## src/rtl/jqhs_pkg.sv

```systemverilog
`timescale 1ns / 1ps
`default_nettype none
// ----------------------------------------------------------------------------
// jqhs_pkg: shared types for the job queue with history stack
// Request and status codes, and the request and result bundles that pass
// between the top level and the core.
// ----------------------------------------------------------------------------
package jqhs_pkg;

    localparam int JOB_W     = 16;
    localparam int REQ_W     = 2;
    localparam int STATUS_W  = 3;
    localparam int S_TDATA_W = 24;

    // request codes
    typedef enum logic [REQ_W-1:0] {
        REQ_ENQUEUE = 2'd0,
        REQ_PROCESS = 2'd1,
        REQ_POP     = 2'd2
    } req_e_t;

    // result status codes
    typedef enum logic [STATUS_W-1:0] {
        ST_OK     = 3'd0,
        ST_QFULL  = 3'd1,
        ST_QEMPTY = 3'd2,
        ST_HFULL  = 3'd3,
        ST_HEMPTY = 3'd4
    } status_e_t;

    // one request beat as seen by the core
    typedef struct packed {
        logic [REQ_W-1:0] req_type;
        logic [JOB_W-1:0] job_id;
    } jqhs_req_t;

    // per-request result, counts travel separately
    typedef struct packed {
        status_e_t        status;
        logic [JOB_W-1:0] job_out;
        logic [JOB_W-1:0] queue_front;
        logic             queue_front_valid;
        logic [JOB_W-1:0] history_top;
        logic             history_top_valid;
    } jqhs_res_t;

endpackage

`default_nettype wire

```

## src/rtl/jqhs_core.sv

```systemverilog
`timescale 1ns / 1ps
`default_nettype none
// ----------------------------------------------------------------------------
// jqhs_core: waiting ring and history stack
// Holds both stores, their pointers and cached head/top values, and works
// out one request per cycle. Results are combinational from current state.
// ----------------------------------------------------------------------------
module jqhs_core
    import jqhs_pkg::*;
#(
    parameter int QUEUE_DEPTH   = 16,
    parameter int HISTORY_DEPTH = 16,
    localparam int QPTR_W = $clog2(QUEUE_DEPTH),
    localparam int QCNT_W = $clog2(QUEUE_DEPTH + 1),
    localparam int HPTR_W = $clog2(HISTORY_DEPTH),
    localparam int HCNT_W = $clog2(HISTORY_DEPTH + 1)
) (
    input  wire logic              aclk,
    input  wire logic              aresetn,
    input  wire logic              req_fire,
    input  wire jqhs_req_t         req,
    output jqhs_res_t              res,
    output logic [QCNT_W-1:0]      q_count,
    output logic [HCNT_W-1:0]      h_count
);

    // storage
    logic [JOB_W-1:0] q_mem [QUEUE_DEPTH];
    logic [JOB_W-1:0] h_mem [HISTORY_DEPTH];

    // pointers and counts
    logic [QPTR_W-1:0] q_head_reg, q_head_next;
    logic [QPTR_W-1:0] q_tail_reg, q_tail_next;
    logic [QCNT_W-1:0] q_fill_reg, q_fill_next;
    logic [HCNT_W-1:0] h_fill_reg, h_fill_next;

    // cached entries: queue head, entry behind it, history top, entry below it
    logic [JOB_W-1:0] q_front_reg, q_front_next;
    logic [JOB_W-1:0] q_second_reg;
    logic [JOB_W-1:0] h_top_reg, h_top_next;
    logic [JOB_W-1:0] h_below_reg;

    logic              q_we;
    logic              h_we;
    logic [QPTR_W-1:0] q_rd_addr;
    logic [HPTR_W-1:0] h_rd_addr;
    logic [HCNT_W-1:0] h_rd_cnt;
    logic              q_full, q_empty, h_full, h_empty;
    status_e_t         status;
    logic [JOB_W-1:0]  job_out;

    function automatic logic [QPTR_W-1:0] q_inc(input logic [QPTR_W-1:0] p);
        q_inc = (p == QPTR_W'(QUEUE_DEPTH - 1)) ? '0 : p + 1'b1;
    endfunction

    assign q_full  = (q_fill_reg == QCNT_W'(QUEUE_DEPTH));
    assign q_empty = (q_fill_reg == '0);
    assign h_full  = (h_fill_reg == HCNT_W'(HISTORY_DEPTH));
    assign h_empty = (h_fill_reg == '0);

    // request decode and next state
    always_comb begin
        q_head_next  = q_head_reg;
        q_tail_next  = q_tail_reg;
        q_fill_next  = q_fill_reg;
        h_fill_next  = h_fill_reg;
        q_front_next = q_front_reg;
        h_top_next   = h_top_reg;
        q_we         = 1'b0;
        h_we         = 1'b0;
        status       = ST_OK;
        job_out      = '0;
        if (req_fire) begin
            case (req.req_type)
                REQ_ENQUEUE: begin
                    if (q_full) begin
                        status = ST_QFULL;
                    end else begin
                        q_we        = 1'b1;
                        q_tail_next = q_inc(q_tail_reg);
                        q_fill_next = q_fill_reg + 1'b1;
                        if (q_empty) begin
                            q_front_next = req.job_id;
                        end
                    end
                end
                REQ_PROCESS: begin
                    if (q_empty) begin
                        status = ST_QEMPTY;
                    end else begin
                        q_head_next  = q_inc(q_head_reg);
                        q_fill_next  = q_fill_reg - 1'b1;
                        q_front_next = q_second_reg;
                        if (h_full) begin
                            status = ST_HFULL;
                        end else begin
                            h_we        = 1'b1;
                            h_fill_next = h_fill_reg + 1'b1;
                            h_top_next  = q_front_reg;
                            job_out     = q_front_reg;
                        end
                    end
                end
                REQ_POP: begin
                    if (h_empty) begin
                        status = ST_HEMPTY;
                    end else begin
                        h_fill_next = h_fill_reg - 1'b1;
                        job_out     = h_top_reg;
                        h_top_next  = h_below_reg;
                    end
                end
                default: begin
                    status = ST_OK;
                end
            endcase
        end
    end

    // prefetch addresses follow the updated pointers
    assign q_rd_addr = q_inc(q_head_next);
    assign h_rd_cnt  = h_fill_next - HCNT_W'(2);
    assign h_rd_addr = h_rd_cnt[HPTR_W-1:0];

    // result as it stands after the step
    always_comb begin
        res.status            = status;
        res.job_out           = job_out;
        res.queue_front_valid = (q_fill_next != '0);
        res.queue_front       = res.queue_front_valid ? q_front_next : '0;
        res.history_top_valid = (h_fill_next != '0);
        res.history_top       = res.history_top_valid ? h_top_next : '0;
        q_count               = q_fill_next;
        h_count               = h_fill_next;
    end

    // control state
    always_ff @(posedge aclk) begin
        if (!aresetn) begin
            q_head_reg <= '0;
            q_tail_reg <= '0;
            q_fill_reg <= '0;
            h_fill_reg <= '0;
        end else begin
            q_head_reg <= q_head_next;
            q_tail_reg <= q_tail_next;
            q_fill_reg <= q_fill_next;
            h_fill_reg <= h_fill_next;
        end
    end

    // cached payload
    always_ff @(posedge aclk) begin
        q_front_reg <= q_front_next;
        h_top_reg   <= h_top_next;
    end

    // waiting ring: write at tail, registered read behind the head with write bypass
    always_ff @(posedge aclk) begin
        if (q_we) begin
            q_mem[q_tail_reg] <= req.job_id;
        end
        if (q_we && (q_tail_reg == q_rd_addr)) begin
            q_second_reg <= req.job_id;
        end else begin
            q_second_reg <= q_mem[q_rd_addr];
        end
    end

    // history stack: push at fill, registered read of the entry below the top
    always_ff @(posedge aclk) begin
        if (h_we) begin
            h_mem[h_fill_reg[HPTR_W-1:0]] <= q_front_reg;
        end
        h_below_reg <= h_mem[h_rd_addr];
    end

endmodule

`default_nettype wire

```

## src/rtl/job_queue_with_history_stack_top.sv

```systemverilog
`timescale 1ns / 1ps
`default_nettype none
// ----------------------------------------------------------------------------
// job_queue_with_history_stack_top: job spooler with FIFO and LIFO history
// Requests enqueue a job, move the queue head to the history stack (drop it if
// full), or pop the newest history entry; each request returns one status beat.
// ----------------------------------------------------------------------------
//  channel  | dir | tdata fields (low bit up)
//  ---------+-----+----------------------------------------------------------
//  s_       | in  | req_type[1:0], job_id[17:2], zero pad
//  m_       | out | status, job_out, queue_front, queue_front_valid,
//           |     | history_top, history_top_valid, queue_count, history_count
//
//  one request per cycle unless stalled; its result beat is in the next cycle
//  store state updates at the accepting edge, using one prefetch read per store
//  reset clears pointers and fill counts; stores are not cleared
//  s_tready drops only while a result beat sits unaccepted with m_tready low
// ----------------------------------------------------------------------------
module job_queue_with_history_stack_top
    import jqhs_pkg::*;
#(
    parameter int QUEUE_DEPTH   = 16,
    parameter int HISTORY_DEPTH = 16,
    localparam int QCNT_W    = $clog2(QUEUE_DEPTH + 1),
    localparam int HCNT_W    = $clog2(HISTORY_DEPTH + 1),
    localparam int OUT_RAW_W = STATUS_W + 4 * JOB_W - JOB_W + 2 + QCNT_W + HCNT_W,
    localparam int OUT_W     = ((OUT_RAW_W + 7) / 8) * 8
) (
    input  wire logic                 aclk,
    input  wire logic                 aresetn,
    input  wire logic                 s_tvalid,
    output logic                      s_tready,
    input  wire logic [S_TDATA_W-1:0] s_tdata,   // req_type, job_id
    output logic                      m_tvalid,
    input  wire logic                 m_tready,
    output logic [OUT_W-1:0]          m_tdata    // status, job_out, queue_front,
                                                 // queue_front_valid, history_top,
                                                 // history_top_valid, queue_count,
                                                 // history_count
);

    logic              s_fire;
    jqhs_req_t         req;
    jqhs_res_t         res;
    logic [QCNT_W-1:0] q_count;
    logic [HCNT_W-1:0] h_count;
    logic              m_valid_reg, m_valid_next;
    logic [OUT_W-1:0]  m_data_reg, m_data_next;

    // input beat unpack
    assign s_tready     = !m_valid_reg || m_tready;
    assign s_fire       = s_tvalid && s_tready;
    assign req.req_type = s_tdata[REQ_W-1:0];
    assign req.job_id   = s_tdata[REQ_W +: JOB_W];

    jqhs_core #(
        .QUEUE_DEPTH   (QUEUE_DEPTH),
        .HISTORY_DEPTH (HISTORY_DEPTH)
    ) u_core (
        .aclk     (aclk),
        .aresetn  (aresetn),
        .req_fire (s_fire),
        .req      (req),
        .res      (res),
        .q_count  (q_count),
        .h_count  (h_count)
    );

    // output register
    always_comb begin
        m_valid_next = m_valid_reg;
        m_data_next  = m_data_reg;
        if (s_fire) begin
            m_valid_next = 1'b1;
            m_data_next  = OUT_W'({h_count, q_count,
                                   res.history_top_valid, res.history_top,
                                   res.queue_front_valid, res.queue_front,
                                   res.job_out, res.status});
        end else if (m_tready) begin
            m_valid_next = 1'b0;
        end
    end

    always_ff @(posedge aclk) begin
        if (!aresetn) begin
            m_valid_reg <= 1'b0;
        end else begin
            m_valid_reg <= m_valid_next;
        end
    end

    always_ff @(posedge aclk) begin
        m_data_reg <= m_data_next;
    end

    assign m_tvalid = m_valid_reg;
    assign m_tdata  = m_data_reg;

endmodule

`default_nettype wire

```

## config.mk

```make
export PLATFORM = sky130hd
export DESIGN_NAME = job_queue_with_history_stack_top
export DESIGN_NICKNAME = d
export VERILOG_FILES = /design/src/rtl/jqhs_pkg.sv /design/src/rtl/jqhs_core.sv /design/src/rtl/job_queue_with_history_stack_top.sv
export SDC_FILE = /design/constraint.sdc
export NUM_CORES = 1
export LEC_CHECK = 0
export ABC_AREA = 1
export BUFFER_PORTS_ARGS = -buffer_cell sky130_fd_sc_hd__buf_2
export CAP_MARGIN = 25
export CORE_ASPECT_RATIO = 0.7
export CORE_UTILIZATION = 29
export CTS_BUF_LIST = sky130_fd_sc_hd__clkbuf_4 sky130_fd_sc_hd__clkbuf_8 sky130_fd_sc_hd__clkbuf_16
export DETAILED_ROUTE_END_ITERATION = 12
export PLACE_DENSITY = 0.4
export SYNTH_ARGS = -nofsm -noshare
export SYNTH_HDL_FRONTEND = slang
export SYNTH_SLANG_ARGS = --single-unit
```

## constraint.sdc

```tcl
create_clock -name aclk -period 3.9 [get_ports aclk]
set_input_delay 0.195 -clock aclk [delete_from_list [all_inputs] [get_ports aclk]]
set_output_delay 0.195 -clock aclk [all_outputs]
set_load 0.02 [all_outputs]
```

==> results.ini, run 1 <==
[outcome]
outcome = complete, no violations

[logic_synthesis]
synthTopCellsByArea = edfxtp_1, nand3_1, dfxtp_1, nand2_1, inv_1
synth_edf_count = 575
synthCells = 2396
synth_area_leader_cell = edfxtp_1
synth_fp_nets = 2442
yosysTopAreaCellShare_pct = 63.98
synthDistinctLibCells = 41
ys_warn_count = 0
async_reset_ff_share_pct = 0
synth_top_flop_cell = edfxtp_1
syn_area_sq_mm = 0.02699
synth-seq-cells = 646
ys_seq_area_share_pct = 69.24
synth_area_per_cell_sq_um = 11.26

[clocking]
post_cts_resized = 0
cts-buffers-inserted = 71
cts_setup_buffers = 0
cts_tree = built
postCtsHoldBufs = 18
clockBufferDepth = 3
clock_latency_ns = 0.61
path_clk_slew_ns = 0.06
cts_root_buffer = clkbuf_16
htree_num_levels = 3
clock_sinks = 646

[critical_path]
r2r-start = u_core.q_fill_reg[0]
crit_chain = inv_1, ha_1, nand3_2, inv_1, nand2_1, nand2_1, nand2_1, nand2_2, inv_2, buf_4, nand3_1, nand3_1, nand3_1, nand2_1
startpoint_type = flop
cp_num_buf_inv = 4
crit_path_max_fanout = 65
path_class = flop to flop
critical_path.startpoint = u_core.q_fill_reg[0]
slowest_stage = buf_4
cp_data_required_time_ns = 4.44
endpoint_kind = flop
cpMostUsedCell = nand2_1
cp.arrival_ns = 3.77
critPathTopFamily = simple AND/OR/NAND/NOR gates
max_stage_delay_ns = 0.76

[grt]
antenna_found_initial = 2
grt_start_max_net_pins = 130
grt_first_pass_wirelength_um = 119200
gr-total-overflow = 0
grt_pass1_vias = 17883
grt_usage_pct = 17.08

[cells_and_area]
stdcell_count = 3800
fillers = 9118
fin_nets = 2556
register_area_sq_mm = 0.01869
drive_gt1_share_pct = 13.70
areaGrowthSynthToFinish_pct = 16.73
multi_input_area_sq_mm = 0.006654

[drt]
vias = 17916
dr.pass1.iters = 5
drtAntennaViolNets = 0
viasPerCell = 4.715
wl_per_cell_um = 21.21
drt_iter0_markers = 1295
drc = 0
drt_wl_total_um = 80610

[power_and_ir_drop]
powerDensity_mw_per_mm2 = 530.9
p_leak_nw = 11.81
max-vdd-ir-drop_mv = 0.3404

[timing]
period_minus_slack_ns = 3.233
timing.fmax_ghz = 0.3093
slew_viol_final = 0
max_slew_margin_pct = 26.84
rsz0062_at_grt = no
worstMarginPinSlew_ns = 1.096
setup_viol = 0
clock-skew-final_ns = 0.01869
hold_slack_ns = 0.04324
finalHoldViolCount = 0
fin_crit_sh_pct = 82.89
finalSetupTns_ns = 0

[floorplanning]
ioPinCount = 94
die_y_um = 257.2
die_x_um = 366.6
core_sq_mm = 0.09204
dieArea_sq_mm = 0.09431
rows = 93
initial_core_util_pct = 29.32

[flow_run]
maxCapViolCount = 0

[hold_path]
worstHoldStart = s_tdata[9]
hold_class = input port to flop

[place]
dp_hpwl_um = 47630
placed_cells = 3654
port_buffers = 86
gp_congestion = 0.7691

-- power breakdown --
part,switching (W),internal (W)
combinational,0.00127,0.000477
sequential,0.000413,0.00798
clock,0.00271,0.00388
total,0.00439,0.0123
-- through the flow --
stage               worst slack [ns]  util [%]  power (W)  cell area [sq um]
floorplan                     0.9873         -   0.009340              26990
global placement              0.6588     31.57    0.01028              29060
CTS                           0.6530     34.22    0.01692              31500
finish                        0.6674     34.23    0.01672              31500
global route                  0.4305     34.22    0.01734              31500
detailed placement            0.6778     31.57    0.01029              29060
-- worst paths after layout --
path,endpoint,slack [ns],depth (start not counted)
hold / removal,u_core.q_mem[11][7],0.04,1
hold reg to reg,u_core.q_head_reg[1],0.52,2
setup reg to reg,u_core.h_below_reg[2],0.67,14
setup / recovery,u_core.h_below_reg[2],0.67,14
-- cell type report --
type | count | area share, %
clock inverter | 21 | 0.4845
tap | 1235 | 4.905
multi-input combinational | 1316 | 21.12
timing repair buffer | 174 | 3.844
antenna | 3 | 0.02383
sequential | 646 | 59.34
inverter | 301 | 3.594
clock buffer | 104 | 6.692
-- cell families (layout without fill, tap and decap cells) --
logic type | count (synthesis) | after routing | share of synthesized area [%]
adder cells (fa/ha/maj) | 18 | 18 | 0.8345
other | 1 | 4 | 0.01389
AO/OA/AOI/OAI | 327 | 327 | 6.861
flip-flops | 646 | 646 | 69.24
buffers and inverters | 434 | 600 | 6.509
AND/OR/NAND/NOR | 962 | 962 | 16.28
XOR/XNOR | 8 | 8 | 0.2596
-- worst reg2reg max path, delay by kind of cell (launching register included) --
kind,cells,cell delay (ns)
buffers and inverters,4,1.13
and+or+nand+nor,9,1.33
adders and majority gates,1,0.25
DFF,1,0.43
-- cells in the final DEF, fill, tap and decap left out, types with 48 or more instances in the layout --
cell | netlist | routed
nand3b_1 | 64 | 64
inv_1 | 289 | 288
nand3_1 | 320 | 320
edfxtp_1 | 575 | 575
buf_4 | 7 | 64
buf_2 | 54 | 86
nand2_1 | 301 | 298
a21oi_1 | 48 | 48
o21ai_0 | 178 | 178
nor2_1 | 241 | 212
clkbuf_16 | 0 | 74
dfxtp_1 | 71 | 69
-- metal layers --
layer  track usage [%]  share of wire [%]
met5                 0                  0
met4             3.975                1.9
met3             2.380                4.1
met2             25.53                 42
met1             25.90                 52
-- cell usage after synthesis, drive strengths merged, types with 4 or more instances --
cell type / instances
nor3: 7
xor2: 6
nand3: 324
ha: 18
edfxtp: 575
o21a: 11
a22oi: 4
nand2: 307
o22ai: 36
o221ai: 15
buf: 69
nand3b: 64
dfxtp: 71
o21ai: 181
clkbuf: 64
nor2: 255
a21oi: 50
o211ai: 15
inv: 301
a31oi: 13
Note: power is estimated with default switching activity, not from simulation.
==> inputs of run 2 (changes only) <==
--- a/config.mk
+++ b/config.mk
@@ -12,7 +12,7 @@
 export CORE_UTILIZATION = 29
 export CTS_BUF_LIST = sky130_fd_sc_hd__clkbuf_4 sky130_fd_sc_hd__clkbuf_8 sky130_fd_sc_hd__clkbuf_16
 export DETAILED_ROUTE_END_ITERATION = 12
-export PLACE_DENSITY = 0.4
+export PLACE_DENSITY = 0.42
 export SYNTH_ARGS = -nofsm -noshare
 export SYNTH_HDL_FRONTEND = slang
 export SYNTH_SLANG_ARGS = --single-unit
==> constraint.sdc (replaced) <==
create_clock -name aclk -period 2.7 [get_ports aclk]
set_input_delay 0.135 -clock aclk [delete_from_list [all_inputs] [get_ports aclk]]
set_output_delay 0.135 -clock aclk [all_outputs]
set_load 0.02 [all_outputs]
==> results.ini, run 2 (synthesis results as in run 1) <==
[outcome]
outcome = complete, no violations

[hold_path]
worstHoldStart = s_tdata[0]
hold_class = input port to flop

[cells_and_area]
final_cell_area_sq_mm = 0.03254
multi_input_area_sq_mm = 0.006683
register_area_sq_mm = 0.01869
drive_gt1_share_pct = 16.08
fin_nets = 2618
final_core_util_pct = 35.35
fillers = 9086
final_cell_mix = edfxtp_1, nand3_1, nand2_1
areaGrowthSynthToFinish_pct = 20.57
final_common_cell = edfxtp_1

[critical_path]
crit_path_max_fanout = 7
endpoint_kind = flop
critical_path.startpoint = u_core.h_fill_reg[0]
cp_data_required_time_ns = 3.16
startpoint_type = flop
r2r-start = u_core.h_fill_reg[0]
path_class = flop to flop
r2r_slack_ns = 0.13
cp.arrival_ns = 3.03

[grt]
grt_start_max_net_pins = 67
grt_first_pass_wirelength_um = 117900
grt_pass1_vias = 17777
antenna_found_initial = 5
gr-total-overflow = 0
grt_usage_pct = 16.86

[floorplanning]
die_y_um = 257.2
ioPinCount = 94
die_x_um = 366.6
initial_core_util_pct = 29.32
dieArea_sq_mm = 0.09431
core_sq_mm = 0.09204
rows = 93

[drt]
drc = 0
drtAntennaViolNets = 0
viasPerCell = 4.722
dr.pass1.iters = 8
wl_per_cell_um = 20.66
drt_iter0_markers = 1642
drt_wl_total_um = 79880
vias = 18255

[timing]
finalHoldViolCount = 0
clock-skew-final_ns = 0.02065
max_slew_margin_pct = 34.54
slew_viol_final = 0
setup_viol = 0
finalSetupTns_ns = 0
worstMarginPinSlew_ns = 0.9819
hold_slack_ns = 0.04670
fin_crit_sh_pct = 95.03
period_minus_slack_ns = 2.566
timing.fmax_ghz = 0.3898

[clocking]
clock_latency_ns = 0.62
clockBufferDepth = 3
cts_root_buffer = clkbuf_16
cts-buffers-inserted = 70
clock_sinks = 646
cts_tree = built
htree_num_levels = 3
path_clk_slew_ns = 0.06

[power_and_ir_drop]
p_leak_nw = 12.25
powerDensity_mw_per_mm2 = 750.0
max-vdd-ir-drop_mv = 0.4927

[flow_run]
maxCapViolCount = 0

[place]
placed_area_sq_mm = 0.03004
gp_congestion = 0.7970
dp_hpwl_um = 50030
port_buffers = 86

[run 2: changes by cell type in the layout (fill, tap and decap cells not counted), moves of 3 or more]
cell,delta
inv_6,+4
inv_1,-3
inv_2,+3
buf_4,+18
buf_12,+40
[run 2: worst max-delay path: stages, from the launching register on]
cell and delay [ns]:
dfxtp_1 0.33, inv_1 0.06, ha_1 0.28, nand3_1 0.18
nand2_2 0.11, a21oi_1 0.11, o21ai_0 0.08, o211ai_1 0.09
nand2_1 0.12, ha_2 0.39, buf_6 0.18, buf_4 0.17
nand3_1 0.09, nand3_1 0.09, nand2_1 0.13
[run 2: what timing repair did]
action	CTS	global route
endpoints found under the hold margin	262	0
setup buffers	0	0
hold buffers	20	0
gates resized for setup	0	9
endpoints found under the setup margin	0	16
[run 2: final timing paths]
check,cells after the start,to
min,3,m_tdata[1]
max reg2reg,14,u_core.h_below_reg[8]
max,14,u_core.h_below_reg[8]
min reg2reg,2,u_core.q_head_reg[1]
[run 2: cell type report]
class,count,share of cell area (%)
Clock inverter,26,0.4537
Sequential cell,646,57.45
Antenna cell,1,0.007691
Inverter,301,3.488
Clock buffer,104,6.499
Multi-Input combinational cell,1316,20.54
Tap cell,1235,4.749
Timing Repair Buffer,237,6.814
[run 2: metrics by stage]
stage	worst slack, ns	cells	total power, W
after global placement	0.1006	3715	0.01513
after global routing	-0.003868	3865	0.02533
after detailed placement	0.1182	3715	0.01513
final	0.1343	3866	0.02440
after CTS	0.08280	3865	0.02465
after floorplan	-0.2127	2396	0.01349
[run 2: report_power, final]
part	internal [W]	leakage, nW	switching, W	total [W]
Clock	0.00546	1.15	0.00398	0.00944
Sequential	0.0115	5.86	0.000435	0.0120
Combinational	0.000917	5.25	0.00208	0.00300
[run 2: metal layers]
metal / wire length, um / part of all wire [%] / global-route usage [%] / vias to the layer above
met5: 13 / 0.016 / 0 / -
met3: 5406 / 6.8 / 3.976 / 99
li1: - / - / - / 8635
met1: 39600 / 50 / 25.43 / 9052
met2: 33360 / 42 / 24.21 / 467
met4: 1502 / 1.9 / 3.777 / 2
